File: config.mk
export PLATFORM = sky130hd
export DESIGN_NAME = hex_text_codec_formatter_core
export DESIGN_NICKNAME = d
export VERILOG_FILES = /design/src/rtl/core/hxf_pkg.sv /design/src/rtl/core/hxf_front.sv /design/src/rtl/core/hxf_queue.sv /design/src/rtl/core/hxf_back.sv /design/src/rtl/core/hex_text_codec_formatter_core.sv
export SDC_FILE = /design/constraint.sdc
export NUM_CORES = 1
export LEC_CHECK = 0
export BUFFER_PORTS_ARGS = -buffer_cell sky130_fd_sc_hd__buf_4
export CAP_MARGIN = 20
export CORE_ASPECT_RATIO = 1.2
export CORE_UTILIZATION = 63
export DETAILED_ROUTE_END_ITERATION = 7
export PLACE_DENSITY = 0.91
export SYNTH_ARGS = -nofsm -noshare
export SYNTH_HDL_FRONTEND = slang
export SYNTH_HIERARCHICAL = 1
export SYNTH_SLANG_ARGS = --single-unit
File: constraint.sdc
create_clock -name clock -period 6.18 [get_ports clock]
set_clock_uncertainty 0.15 [all_clocks]
set_input_delay 0.927 -clock clock [delete_from_list [all_inputs] [get_ports clock]]
set_output_delay 0.927 -clock clock [all_outputs]
set_load 0.1 [all_outputs]
File: src/rtl/core/hxf_pkg.sv
// Shared types and constants for the hex text codec formatter.
`default_nettype none

package hxf_pkg;

   localparam int LINE_CHARS_DEFAULT = 32;
   localparam int GROUP_CHARS        = 8;
   localparam int MAX_CHARS          = 5;
   localparam int COUNT_W            = $clog2(MAX_CHARS + 1);
   localparam int QUEUE_DEPTH        = 2;

   localparam logic [1:0] MODE_ENCODE   = 2'd0;
   localparam logic [1:0] MODE_DECODE   = 2'd1;
   localparam logic [1:0] MODE_BEAUTIFY = 2'd2;

   // All result characters caused by one accepted item.
   typedef struct packed {
      logic [MAX_CHARS-1:0][7:0] chars;
      logic [COUNT_W-1:0]        count;
   } desc_type;

endpackage

`default_nettype wire

File: src/rtl/core/hxf_front.sv
// Front end: accepts items, tracks layout and nibble state, builds result lists.
`default_nettype none

module hxf_front #(
   parameter int LINE_CHARS = hxf_pkg::LINE_CHARS_DEFAULT
) (
   input  wire logic             clock,
   input  wire logic             reset,
   input  wire logic             csr_wr_en,
   input  wire logic [1:0]       csr_wr_data,
   input  wire logic             push,
   input  wire logic [7:0]       req_in_byte,
   input  wire logic             req_end_of_stream,
   input  wire logic             q_full,
   output hxf_pkg::desc_type     q_data,
   output logic                  q_push
);

   localparam int PERIOD = LINE_CHARS * ((LINE_CHARS % 2) + 1);
   localparam int POS_W  = $clog2(PERIOD);
   localparam int GRP_W  = $clog2(hxf_pkg::GROUP_CHARS);

   localparam logic [1:0] SEP_NONE = 2'd0;
   localparam logic [1:0] SEP_ONE  = 2'd1;
   localparam logic [1:0] SEP_TWO  = 2'd2;
   localparam logic [1:0] SEP_NL   = 2'd3;

   localparam logic [7:0] CH_SPACE = 8'h20;
   localparam logic [7:0] CH_NL    = 8'h0A;

   typedef struct packed {
      logic [hxf_pkg::MAX_CHARS-1:0][7:0] chars;
      logic [hxf_pkg::COUNT_W-1:0]        count;
      logic [POS_W-1:0]                   pos;
      logic [1:0]                         pend;
   } lay_type;

   logic [1:0]       mode_ff, mode_in;
   logic [POS_W-1:0] pos_ff, pos_in;
   logic [1:0]       pend_ff, pend_in;
   logic [3:0]       nib_ff, nib_in;
   logic             held_ff, held_in;

   logic             accept;
   logic [4:0]       hv;
   lay_type          s;

   function automatic logic [7:0] hex_char(input logic [3:0] n);
      logic [7:0] c;
      if (n < 4'd10) c = 8'h30 + {4'd0, n};
      else           c = 8'h37 + {4'd0, n};
      return c;
   endfunction

   // Bit 4 set means the character is not a hex digit.
   function automatic logic [4:0] hex_value(input logic [7:0] c);
      logic [4:0] v;
      if (c >= 8'h30 && c <= 8'h39)      v = {1'b0, 4'(c - 8'h30)};
      else if (c >= 8'h41 && c <= 8'h46) v = {1'b0, 4'(c - 8'h37)};
      else if (c >= 8'h61 && c <= 8'h66) v = {1'b0, 4'(c - 8'h57)};
      else                               v = 5'h10;
      return v;
   endfunction

   function automatic lay_type put(input lay_type a, input logic [7:0] c);
      lay_type r;
      r = a;
      if (r.count < hxf_pkg::COUNT_W'(hxf_pkg::MAX_CHARS)) begin
         r.chars[r.count] = c;
         r.count = r.count + 1'b1;
      end
      return r;
   endfunction

   // Emit the held separator, then the character, then pick the next separator.
   function automatic lay_type lay_out(input lay_type a, input logic [7:0] c);
      lay_type          r;
      logic [POS_W:0]   p1;
      r = a;
      case (r.pend)
         SEP_ONE: r = put(r, CH_SPACE);
         SEP_TWO: begin
            r = put(r, CH_SPACE);
            r = put(r, CH_SPACE);
         end
         SEP_NL:  r = put(r, CH_NL);
         default: ;
      endcase
      r = put(r, c);
      p1 = {1'b0, r.pos} + 1'b1;
      if (p1 >= (POS_W+1)'(PERIOD)) begin
         r.pos  = '0;
         r.pend = SEP_NL;
      end else begin
         r.pos = p1[POS_W-1:0];
         if (p1[GRP_W-1:0] == '0)  r.pend = SEP_TWO;
         else if (p1[0] == 1'b0)   r.pend = SEP_ONE;
         else                      r.pend = SEP_NONE;
      end
      return r;
   endfunction

   assign accept = push && !q_full;
   assign hv     = hex_value(req_in_byte);

   always_comb begin
      s        = '0;
      s.pos    = pos_ff;
      s.pend   = pend_ff;
      nib_in   = nib_ff;
      held_in  = held_ff;
      unique case (mode_ff)
         hxf_pkg::MODE_ENCODE: begin
            s = lay_out(s, hex_char(req_in_byte[7:4]));
            s = lay_out(s, hex_char(req_in_byte[3:0]));
         end
         hxf_pkg::MODE_DECODE: begin
            if (!hv[4]) begin
               if (held_ff) begin
                  s       = put(s, {nib_ff, hv[3:0]});
                  held_in = 1'b0;
                  nib_in  = '0;
               end else begin
                  nib_in  = hv[3:0];
                  held_in = 1'b1;
               end
            end
         end
         hxf_pkg::MODE_BEAUTIFY: begin
            if (!hv[4]) s = lay_out(s, req_in_byte);
         end
         default: ;
      endcase
      pos_in  = s.pos;
      pend_in = s.pend;
      if (req_end_of_stream) begin
         // Close the last line; the held separator is dropped.
         if ((mode_ff == hxf_pkg::MODE_ENCODE || mode_ff == hxf_pkg::MODE_BEAUTIFY) &&
             (s.pos != '0 || s.pend != SEP_NONE))
            s = put(s, CH_NL);
         pos_in  = '0;
         pend_in = SEP_NONE;
         nib_in  = '0;
         held_in = 1'b0;
      end
      mode_in = csr_wr_en ? csr_wr_data : mode_ff;
   end

   assign q_data.chars = s.chars;
   assign q_data.count = s.count;
   assign q_push       = accept && (s.count != '0);

   always_ff @(posedge clock) begin
      if (reset) begin
         mode_ff <= hxf_pkg::MODE_ENCODE;
         pos_ff  <= '0;
         pend_ff <= SEP_NONE;
         nib_ff  <= '0;
         held_ff <= 1'b0;
      end else begin
         mode_ff <= mode_in;
         if (accept) begin
            pos_ff  <= pos_in;
            pend_ff <= pend_in;
            nib_ff  <= nib_in;
            held_ff <= held_in;
         end
      end
   end

endmodule

`default_nettype wire

File: src/rtl/core/hxf_queue.sv
// Short queue of result lists between the front and back ends.
`default_nettype none

module hxf_queue (
   input  wire logic             clock,
   input  wire logic             reset,
   input  wire logic             wr_en,
   input  hxf_pkg::desc_type     wr_data,
   output logic                  full,
   input  wire logic             rd_en,
   output hxf_pkg::desc_type     rd_data,
   output logic                  rd_valid
);

   localparam int PTR_W = $clog2(hxf_pkg::QUEUE_DEPTH);
   localparam int CNT_W = $clog2(hxf_pkg::QUEUE_DEPTH + 1);

   hxf_pkg::desc_type slot_ff [hxf_pkg::QUEUE_DEPTH];
   logic [PTR_W-1:0]  wp_ff, wp_in, rp_ff, rp_in;
   logic [CNT_W-1:0]  cnt_ff, cnt_in;
   logic              do_wr, do_rd;

   function automatic logic [PTR_W-1:0] next_ptr(input logic [PTR_W-1:0] p);
      logic [PTR_W-1:0] r;
      if (p == PTR_W'(hxf_pkg::QUEUE_DEPTH - 1)) r = '0;
      else                                       r = p + 1'b1;
      return r;
   endfunction

   assign full     = (cnt_ff == CNT_W'(hxf_pkg::QUEUE_DEPTH));
   assign rd_valid = (cnt_ff != '0);
   assign rd_data  = slot_ff[rp_ff];
   assign do_wr    = wr_en && !full;
   assign do_rd    = rd_en && rd_valid;

   always_comb begin
      wp_in  = do_wr ? next_ptr(wp_ff) : wp_ff;
      rp_in  = do_rd ? next_ptr(rp_ff) : rp_ff;
      cnt_in = cnt_ff;
      if (do_wr && !do_rd)      cnt_in = cnt_ff + 1'b1;
      else if (!do_wr && do_rd) cnt_in = cnt_ff - 1'b1;
   end

   always_ff @(posedge clock) begin
      if (do_wr) slot_ff[wp_ff] <= wr_data;
   end

   always_ff @(posedge clock) begin
      if (reset) begin
         wp_ff  <= '0;
         rp_ff  <= '0;
         cnt_ff <= '0;
      end else begin
         wp_ff  <= wp_in;
         rp_ff  <= rp_in;
         cnt_ff <= cnt_in;
      end
   end

endmodule

`default_nettype wire

File: src/rtl/core/hxf_back.sv
// Back end: walks each result list one character per cycle into the output register while it is empty or popped.
`default_nettype none

module hxf_back (
   input  wire logic             clock,
   input  wire logic             reset,
   input  hxf_pkg::desc_type     q_data,
   input  wire logic             q_valid,
   output logic                  q_pop,
   output logic                  empty,
   input  wire logic             pop,
   output logic [7:0]            rsp_out_byte,
   output logic                  rsp_run_last
);

   logic                        valid_ff, valid_in;
   logic [7:0]                  byte_ff, byte_in;
   logic                        last_ff, last_in;
   logic [hxf_pkg::COUNT_W-1:0] idx_ff, idx_in;
   logic                        load, at_end;

   assign load   = q_valid && (!valid_ff || pop);
   assign at_end = (idx_ff == q_data.count - 1'b1);
   assign q_pop  = load && at_end;

   always_comb begin
      valid_in = valid_ff;
      byte_in  = byte_ff;
      last_in  = last_ff;
      idx_in   = idx_ff;
      if (load) begin
         valid_in = 1'b1;
         byte_in  = q_data.chars[idx_ff];
         last_in  = at_end;
         idx_in   = at_end ? '0 : idx_ff + 1'b1;
      end else if (pop) begin
         valid_in = 1'b0;
      end
   end

   always_ff @(posedge clock) begin
      if (reset) begin
         valid_ff <= 1'b0;
         idx_ff   <= '0;
      end else begin
         valid_ff <= valid_in;
         idx_ff   <= idx_in;
      end
   end

   always_ff @(posedge clock) begin
      byte_ff <= byte_in;
      last_ff <= last_in;
   end

   assign empty        = !valid_ff;
   assign rsp_out_byte = byte_ff;
   assign rsp_run_last = last_ff;

endmodule

`default_nettype wire

File: src/rtl/core/hex_text_codec_formatter_core.sv
// Hex text codec formatter: encode, decode or beautify a byte stream.
//
// Input channel: drive push with req_in_byte/req_end_of_stream; a transfer
// happens on a clock edge with push high and full low. Result channel: while
// empty is low, rsp_out_byte/rsp_run_last show the oldest result; pop takes it.
// rsp_run_last marks the last result of one input item. csr_wr_en writes the
// mode (0 encode, 1 decode, 2 beautify); write it only while the block is idle.
// An item's results enter the queue first, then the output register.
// Throughput: the output register moves one character per cycle while the
// receiver keeps taking results. An item yields 2 to 5 results in encode, 0 to
// 4 in beautify and 0 or 1 in decode; an item with no results is not queued. A
// two-entry queue between the front and back ends lets new items transfer while earlier results still drain.
// Reset (synchronous) selects encode mode, clears the line position, pending
// separator and held nibble, and empties the queue and output register.
// When the receiver stalls, the result holds; once the queue fills, full rises.
`default_nettype none

module hex_text_codec_formatter_core #(
   parameter int LINE_CHARS = hxf_pkg::LINE_CHARS_DEFAULT
) (
   input  wire logic       clock,
   input  wire logic       reset,
   input  wire logic       csr_wr_en,
   input  wire logic [1:0] csr_wr_data,
   input  wire logic       push,
   output logic            full,
   input  wire logic [7:0] req_in_byte,
   input  wire logic       req_end_of_stream,
   output logic            empty,
   input  wire logic       pop,
   output logic [7:0]      rsp_out_byte,
   output logic            rsp_run_last
);

   hxf_pkg::desc_type wr_desc, rd_desc;
   logic              q_push, q_pop, q_valid;

   hxf_front #(.LINE_CHARS(LINE_CHARS)) u_front (
      .clock             (clock),
      .reset             (reset),
      .csr_wr_en         (csr_wr_en),
      .csr_wr_data       (csr_wr_data),
      .push              (push),
      .req_in_byte       (req_in_byte),
      .req_end_of_stream (req_end_of_stream),
      .q_full            (full),
      .q_data            (wr_desc),
      .q_push            (q_push)
   );

   hxf_queue u_queue (
      .clock    (clock),
      .reset    (reset),
      .wr_en    (q_push),
      .wr_data  (wr_desc),
      .full     (full),
      .rd_en    (q_pop),
      .rd_data  (rd_desc),
      .rd_valid (q_valid)
   );

   hxf_back u_back (
      .clock        (clock),
      .reset        (reset),
      .q_data       (rd_desc),
      .q_valid      (q_valid),
      .q_pop        (q_pop),
      .empty        (empty),
      .pop          (pop),
      .rsp_out_byte (rsp_out_byte),
      .rsp_run_last (rsp_run_last)
   );

endmodule

`default_nettype wire

Yosys cells after proc, flatten, opt, wreduce, memory -nomap -nowiden. Memory sizes are Yosys's and may differ from the RTL's. A register that Yosys moved wholly into a read port is not among the register bits. Index checks and enable logic that the tools add are counted.

$lt $le $gt $ge: 36. Equal/unequal tests: 11. Multiplexer cells: 88. Add/sub/neg operators: 24. Bitwise gates (word level): 18. Reductions and logical operators: 39.

Operators by type and width (count): 50-bit one-hot mux with 3 select lines (4); 43-bit 2-to-1 mux (12); 50-bit 2-to-1 mux (8); 8-bit demux with 3-bit select (8); 35-bit NOT (4); 40-bit bitwise mux (3); 8-bit 2-to-1 mux (13); 35-bit bitwise AND (2); 7-bit by 35-bit bitwise AND with 35-bit output (2); 30-bit bitwise AND (2); 30-bit NOT (2); 11-bit 2-to-1 mux (4); 3-bit by 4-bit < comparator with 1-bit output, second input constant (9); 6-bit by 4-bit adder with 7-bit output, first input constant (4); 7-bit 2-to-1 mux (4); 3-bit by 1-bit adder with 3-bit output, second input constant (9); 8-bit binary-select mux with 3-bit select (1); 3-bit by 1-bit greater-or-equal comparator with 1-bit output, second input constant (8); 3-bit < comparator, second input constant (8); 1-bit logical AND (20); 5-bit 2-to-1 mux (4); 10-bit bitwise OR (2); 5-bit by 1-bit adder with 6-bit output, second input constant (3); 6-bit greater-or-equal comparator, second input constant (3); other kinds (30) (77).

Register bits after elaboration: 31. Memory bits (writable): 86. Memories: 1. Output and inout port bits: 11.

Memories: u_queue.slot_ff (depth 2, width 43, rd ports 1, clocked after memory_dff 1, wr ports 1, RTL line hxf_queue.sv:18) `hxf_pkg::desc_type slot_ff [hxf_pkg::QUEUE_DEPTH];`.

Longest topological paths before layout. Gate-level depths: netlist of the first run.

Word-level depth: 60. Gate-level depth with buffers: 20. Depth with buffers taken out: 19.

By module. The synthesis of the first run kept the hierarchy.

By module, submodules not included: hxf_front (times used 1, area an instance 3377.0 µm², sequential area each 280.3 µm², cells each 518); hxf_queue (times used 1, area an instance 3311.9 µm², sequential area each 2682.6 µm², cells each 159); hxf_back (times used 1, area an instance 868.3 µm², sequential area each 350.3 µm², cells each 76).

Worst setup path after synthesis of the first run. Ideal clock, no wire load.

Kind: input to register. Start point: input port req_in_byte[1]. End point: memory u_queue/slot_ff[0][0] (netlist name), enable pin. Path slack: 1.020 ns. Setup time: 0.397 ns. Arrival time: 4.613 ns. Stages: 15. Data required time: 5.633 ns. Path through: clkbuf_1 inv_1 ha_1 nor4b_1 nor3_2 o2bb2ai_4 o21ai_1 buf_2 o211ai_2 ha_1 o32ai_1 a221oi_1 inv_1 or3_1 inv_1.

Cells in the longest elaborated chain, start to end: 17.

Ends and longest elaborated chain: start: declaration (RTL line hex_text_codec_formatter_core.sv:27) `input wire logic [7:0] req_in_byte,`; 8-bit by 7-bit greater-or-equal comparator with 1-bit output or 8-bit by 7-bit less-or-equal comparator with 1-bit output (tied branches) (RTL line hxf_front.sv:60) `else if (c >= 8'h61 && c <= 8'h66) v = {1'b0, 4'(c - 8'h57)};`; 1-bit logical AND (RTL line hxf_front.sv:60); 5-bit 2-to-1 mux (RTL line hxf_front.sv:60); 5-bit 2-to-1 mux (RTL line hxf_front.sv:59) `else if (c >= 8'h41 && c <= 8'h46) v = {1'b0, 4'(c - 8'h37)};`; 5-bit 2-to-1 mux (*) (RTL line hxf_front.sv:58) `if (c >= 8'h30 && c <= 8'h39) v = {1'b0, 4'(c - 8'h30)};`; 50-bit 2-to-1 mux (on tied branches) (RTL line hxf_front.sv:130, hxf_front.sv:118); 50-bit one-hot mux with 3 select lines (*) (RTL line hxf_front.sv:112) `unique case (mode_ff)`; branches (longest 4 deep; another with 3-bit by 1-bit adder with 3-bit output); 50-bit 2-to-1 mux (*) (RTL line hxf_front.sv:136) `if (req_end_of_stream) begin`; 3-bit nonzero test (*) (RTL line hxf_front.sv:151) `assign q_push = accept && (s.count != '0);`; 1-bit logical AND (*) (RTL line hxf_front.sv:151); via q_push (RTL line hex_text_codec_formatter_core.sv:36) `logic q_push, q_pop, q_valid;`; 1-bit logical AND (*) (RTL line hxf_queue.sv:33) `assign do_wr = wr_en && !full;`; 1-bit 2-to-1 mux (*) (RTL line hxf_queue.sv:45) `if (do_wr) slot_ff[wp_ff] <= wr_data;`; 1-bit 2-to-1 mux (implied by the code) (*) (RTL line hxf_queue.sv:45); end: declaration (RTL line hxf_queue.sv:18).

Mark *: on every way through the listed nets, which the timed path passes.

Worst setup path in the final report of the first run.
Start point: register u_front.pos_ff[1]. End point: memory u_queue/slot_ff[0][41] (netlist name), enable pin.

Cells in the longest elaborated chain, start to end: 23.

Ends and longest elaborated chain: start: declaration (RTL line hxf_front.sv:39) `logic [POS_W-1:0] pos_ff, pos_in;`; start signal: assignment (RTL line hxf_front.sv:163) `pos_ff <= pos_in;`; branches (longest 12 deep; another with 5-bit by 1-bit adder with 6-bit output); 50-bit one-hot mux with 3 select lines (*) (RTL line hxf_front.sv:112); branches (longest 4 deep; another with 50-bit 2-to-1 mux); 50-bit 2-to-1 mux (*) (RTL line hxf_front.sv:136); 3-bit nonzero test (*) (RTL line hxf_front.sv:151); 1-bit logical AND (*) (RTL line hxf_front.sv:151); via q_push (RTL line hex_text_codec_formatter_core.sv:36); 1-bit logical AND (*) (RTL line hxf_queue.sv:33); 1-bit 2-to-1 mux (*) (RTL line hxf_queue.sv:45); 1-bit 2-to-1 mux (implied by the code) (*) (RTL line hxf_queue.sv:45).

Mark *: on every way through the listed nets, which the timed path passes. The select of a mux whose other input is x is not followed.

==> results.toml, run 1 <==
[placed_design]
dp_hpwl_mm = 14.7
port_buffers = 26
gp_congestion = 1.04
dp_slack_ns = 1.24

[setup_path]
cp_top_family = "adder cells"
cp.required_ns = 6.12
end_kind = "flop"
crit_chain = "ha_1 -> ha_1 -> inv_1 -> a21oi_2 -> a221oi_2 -> inv_2 -> ha_1 -> nand2_1 -> a21o_1 -> o211ai_2 -> ha_1 -> o32ai_1 -> a221oi_1 -> inv_1 -> or3_1 -> inv_1 -> buf_12"
max_stage_delay_ns = 0.52
crit_top_cell = "ha_1"
cp_slowest_cell = "dfxtp_1"
criticalPathCategory = "reg -> reg"
r2r-start = "u_front/pos_ff[1]"
cp-startpoint = "u_front/pos_ff[1]"
crit_path_max_fanout = 43
cp.arrival_ns = 4.95
critPathBufInv = 5
start_kind = "flop"

[routing]
drt_iter0_drc = 1043
final_antenna_net_count = 0
wl_per_cell_um = 23.7
vias = 6511
vias_per_cell = 7.04
drc = 0
routed_wl_mm = 22.0
dr.pass1.iters = 7

[grt]
global_route.usage.total_pct = 36.5
antenna_found_initial = 0
grtUsageMet2_pct = 59.7
grt_pass1_vias = 6149
met1_usage_pct = 44.4
grt_pass1_wl_mm = 33.3
met3_usage_pct = 8.49
grt_max_degree = 44
top_usage_layer = "met2"
gr-total-overflow = 0

[synth]
avgSynthCellArea_sq_um = 10.0
synth_warnings = 6
synth_cell_type_count = 97
syn_inst = 753
yosysSeqAreaShare_pct = 43.8
synth-edff-count = 95
synthArstFlopShare_pct = 0
synth_flop_cell = "edfxtp_1"
synth-seq-cells = 118
syn_area_sq_um = 7560

[timing]
tightest_slew_ns = 1.04
max_freq_mhz = 199
post-route-period-util_pct = 81.2
setup_viol = 0
rsz0062_at_grt = "no"
fin_ws_ns = 1.16
relSlewSlack_pct = 31.0
tns_ns = 0
hold_violations = 0
drv_slew = 0
finalCriticalPeriod_ns = 5.02

[final_layout]
multi_input_area_sq_um = 3880
drive_gt1_share_pct = 19.5
ff_latch_area_sq_um = 3310
nets = 792
syn2layout_area_growth_pct = 11.1
diodes = 0
final.fill_count = 818
finalCoreUtilization_pct = 72.2

[worst_hold_path]
hold_start = "u_queue/wp_ff"
min_path_type = "reg -> reg"

[floorplan]
num_rows = 43
core_sq_um = 11600
dieWidth_um = 102
initial_core_util_pct = 65.0
die_h_um = 122
die-area_sq_um = 12400
io_pins = 27

[cts]
root_buffer = "clkbuf_16"
ctsHoldBuffers = 0
cts_tree = "yes"
cts_sinks = 118
clkTransAtPathRegs_ns = 0.06
cts_setup_buffers = 0
cts_resized = 0
clkLatencyLatePin_ns = 0.41
cts-htree-levels = 4
clock_path_buffers = 2
cts_buffers = 17

[power]
p_per_area_nw_per_um2 = 393
p_leak_nw = 3.03
totalPowerFinal_mw = 3.30
vdd_drop_max_v = 0.000331

[flow_run]
cap_violations = 0

[run_status]
status = "completed"
-- cell usage in the layout (no fill, tap or decap), types with 4 or more instances in the layout --
cell       Yosys  final
nand2_1       66     66
buf_4          4     32
or3_1          6      6
clkbuf_16      0     19
a221o_1        6      6
nor2b_1        4      4
ha_1          21     21
o211ai_1       7      7
o21a_1         4      4
xnor2_1        8      8
inv_1         31     31
a21o_1         5      5
nor3_1        14     14
nand2b_1       7      7
mux2i_1        6      6
o31ai_1        6      6
conb_1         1      4
nor2_1        72     72
a21oi_1       47     47
a22oi_1        7      7
a2bb2oi_1      5      5
o21ai_1        8      8
mux2_2        43     43
a32oi_1        8      8
o2111ai_1      4      4
clkbuf_8       0      6
o22ai_1       13     13
xor2_1         4      4
a211oi_1       6      6
edfxtp_1      95     95
nand3_1       30     30
a31oi_1        4      4
o21ai_0       37     37
or2_2          4      4
dfxtp_1       23     22
mux4_2         6      6
and2_1        11     10
-- final timing paths --
path	end	cells after the start	slack [ns]
worst max-delay path	u_queue/slot_ff[0][41]	17	1.16
worst min-delay path	u_queue/wp_ff	2	0.36
worst max register to register	u_queue/slot_ff[0][41]	17	1.16
worst min register to register	u_queue/wp_ff	2	0.36
-- per-layer routing --
| layer | vias to the layer above | part of all wire [%] |
|---|---|---|
| li1 | 2840 | - |
| met1 | 3065 | 36 |
| met2 | 495 | 49 |
| met3 | 111 | 9.6 |
| met4 | 0 | 4.9 |
| met5 | - | 0 |
-- metrics by stage --
stage | area (sq um) | cells | hold slack [ns]
CTS | 8390 | 925 | 0.350
floorplan | 7570 | 756 | 0.296
global placement | 7800 | 893 | 0.322
detailed placement | 7800 | 893 | 0.340
finish | 8390 | 925 | 0.357
global route | 8390 | 925 | 0.374
-- where the power goes --
group | internal (mW) | leakage (nW) | switching [mW]
registers | 1.10 | 1.07 | 0.0976
clock network | 0.624 | 0.301 | 0.332
logic | 0.360 | 1.66 | 0.779
-- worst register-to-register path: cells and delay by family (launching register included) --
family          cells  cell delay, ns
compound gates      6            1.31
flops               1            0.52
fa+ha+maj           4            1.44
simple gates        2            0.43
buf+inv             5            0.81
-- synthesized netlist by cell type, types with 12 or more instances --
master,count,share of area (%)
o21ai_0,37,2.5
nand3_1,30,2.0
edfxtp_1,95,38
mux2_2,43,6.4
nor2_1,72,3.6
buf_2,12,0.79
inv_1,31,1.5
nor3_1,14,0.93
nand2_1,66,3.3
dfxtp_1,23,6.1
clkbuf_1,32,1.6
o22ai_1,13,1.1
a21oi_1,47,3.1
ha_1,21,3.5
-- final cells by class --
class / instances / area share [%]
Multi-Input combinational cell: 550 / 46.2
Tap cell: 157 / 2.34
Inverter: 34 / 1.52
Clock buffer: 27 / 6.74
Timing Repair Buffer: 34 / 3.34
Sequential cell: 118 / 39.5
Clock inverter: 5 / 0.343
-- kinds of logic (layout without fill, tap and decap cells) --
kind of cell | count (synthesis) | in the layout | synth area share [%]
AOI/OAI and AO/OA | 208 | 208 | 19.8
buffers and inverters | 88 | 100 | 4.97
and+or+nand+nor | 245 | 245 | 16.2
other | 1 | 4 | 0.0496
adders and majority gates | 21 | 21 | 3.48
DFF | 118 | 118 | 43.8
muxes | 58 | 58 | 9.83
xor gates and xnor gates | 14 | 14 | 1.82
-- state kept, by name (all words and copies together), names as in the netlist, 2 cells and up, named ones only --
name	count
u_back/idx_ff	3
u_front/nib_ff	4
u_front/mode_ff	2
u_queue/slot_ff	86
u_front/pend_ff	2
u_queue/cnt_ff	2
u_front/pos_ff	5
u_back/rsp_out_byte	8
(Power assumes the default switching activity.)
==> inputs of run 2 (changes only) <==
==> constraint.sdc (replaced) <==
create_clock -name clock -period 4.65 [get_ports clock]
set_clock_uncertainty 0.15 [all_clocks]
set_input_delay 0.6975 -clock clock [delete_from_list [all_inputs] [get_ports clock]]
set_output_delay 0.6975 -clock clock [all_outputs]
set_load 0.1 [all_outputs]
==> run 2 against run 1 <==
Against the previous run: maximum frequency increased by 12%; cell count increased by 2.7%; via count increased by 1.1%; power increased by 38%; worst setup slack got worse by 0.99 ns; design area increased by 3.0%; clock power increased by 46%; hold slack got worse by 0.0090 ns; the run now ends with DRC left; wire length decreased by 0.71%; critical path type unchanged; non-clock buffer count increased by 25; sequential share of layout area decreased by 1.1 points.
==> results.toml, run 2 (same netlist as run 1, synthesis figures left out) <==
[run_status]
status = "finished, violations left"
violations = "DRC"

[final_layout]
finalCoreUtilization_pct = 74.4
drive_gt1_share_pct = 22.7
largest_register_ff_count = 86
finalNonFillerCells = 950
final_cell_mix = "95 x edfxtp_1, 71 x nor2_1, 66 x nand2_1"
diodes = 0
layout_commonest_cell = "edfxtp_1"
regMostFlops = "u_queue/slot_ff"
syn2layout_area_growth_pct = 14.4
nets = 817

[placed_design]
dp_slack_ns = 0.0261
port_buffers = 26
dp_hpwl_mm = 14.4
dp.cells = 912
gp_congestion = 0.991

[cts]
ctsHoldBuffers = 0
clkTransAtPathRegs_ns = 0.05
cts-htree-levels = 4
cts_sinks = 118
root_buffer = "clkbuf_16"
cts_buffers = 17
cts_tree = "yes"
clock_path_buffers = 2
clkLatencyLatePin_ns = 0.41

[routing]
drt_iter0_drc = 1108
vias = 6580
dr.pass1.iters = 8
wl_per_cell_um = 22.9
routed_wl_mm = 21.8
drc = 14
vias_per_cell = 6.93
final_antenna_net_count = 0

[timing]
tns_ns = 0
fin_ws_ns = 0.170
hold_violations = 0
max_freq_mhz = 223
post-route-period-util_pct = 96.4
setup_viol = 0
drv_slew = 0
relSlewSlack_pct = 38.0
tightest_slew_ns = 0.929
finalCriticalPeriod_ns = 4.48
rsz0062_at_grt = "no"

[worst_hold_path]
min_path_type = "reg -> reg"

[power]
vdd_drop_max_v = 0.000335
totalPowerFinal_mw = 4.55
p_per_area_nw_per_um2 = 527
p_leak_nw = 3.16

[floorplan]
core_sq_um = 11600
die_h_um = 122
num_rows = 43
initial_core_util_pct = 65.0
io_pins = 27
dieWidth_um = 102
die-area_sq_um = 12400

[setup_path]
max_stage_delay_ns = 0.46
crit_top_cell = "ha_1"
end_kind = "flop"
crit_chain = "inv_1 -> ha_1 -> nor2_2 -> nor2_1 -> a221oi_4 -> buf_4 -> and2_1 -> o32a_1 -> inv_2 -> ha_1 -> o32ai_1 -> a221oi_1 -> inv_1 -> nor2_1 -> ha_1 -> or3_1 -> a21oi_1"
cp_slowest_cell = "dfxtp_1"
crit_path_max_fanout = 7
cp_top_family = "compound AO/OA/AOI/OAI gates"
cp.required_ns = 4.81
criticalPathCategory = "reg -> reg"
critPathBufInv = 4
cp.arrival_ns = 4.64
start_kind = "flop"

[grt]
grt_pass1_vias = 6138
grt_max_degree = 44
antenna_found_initial = 0
grt_pass1_wl_mm = 32.9
gr-total-overflow = 0
global_route.usage.total_pct = 35.6

[flow_run]
cap_violations = 0
## run 2: cell types whose count changed in the layout (fill, tap and decap cells not counted), sizes merged
| cell | before | now |
|---|---|---|
| clkinv | 2 | 5 |
| clkbuf | 27 | 23 |
| inv | 37 | 33 |
| clkinvlp | 0 | 1 |
| bufinv | 0 | 4 |
| buf | 34 | 59 |
## run 2: worst paths after layout
kind	from	endpoint	slack, ns	cells past startpoint
setup / recovery	u_front/pend_ff[1]	u_queue/cnt_ff[1]	0.17	17
hold reg to reg	u_front/nib_ff[3]	u_front/nib_ff[3]	0.35	2
hold / removal	u_front/nib_ff[3]	u_front/nib_ff[3]	0.35	2
setup reg to reg	u_front/pend_ff[1]	u_queue/cnt_ff[1]	0.17	17
## run 2: timing repair
action	CTS	global route
setup endpoints to repair	0	38
setup buffers	0	6
hold endpoints to repair	0	0
resized for setup	0	6
## run 2: where the power goes
part,internal (mW),total [mW],switching [mW]
Combinational,0.522,1.57,1.05
Sequential,1.47,1.59,0.119
Clock,0.949,1.40,0.446
Total,2.94,4.55,1.62
## run 2: per-layer routing
metal  track usage, %  routed length, um  share of wire, %  vias up
met4             17.9               1200               5.5        0
li1                 -                  -                 -     2885
met2             57.8              10300                47      496
met1             44.5               8190                38     3084
met3             7.63               2160               9.9      115
met5                0                  0                 0        -
## run 2: cell type report
type,count,area [sq um]
tap,157,196
clock inverter,9,146
sequential,118,3320
fill,760,2970
multi-input combinational,550,3900
inverter,34,131
timing repair buffer,59,468
clock buffer,23,488
## run 2: worst register-to-register path: cells and delay by family, from the launching register on
| kind | cells | cell delay [ns] |
|---|---|---|
| DFF | 1 | 0.46 |
| adders and majority gates | 3 | 1.00 |
| buffers and inverters | 4 | 0.60 |
| and+or+nand+nor | 5 | 0.99 |
| AOI/OAI and AO/OA | 5 | 1.18 |
## run 2: stage by stage
| step | cell area (sq um) | hold slack (ns) |
|---|---|---|
| after global placement | 7950 | 0.312 |
| after CTS | 8580 | 0.342 |
| final | 8650 | 0.348 |
| after floorplan | 7570 | 0.296 |
| after detailed placement | 7950 | 0.330 |
| after global routing | 8650 | 0.369 |
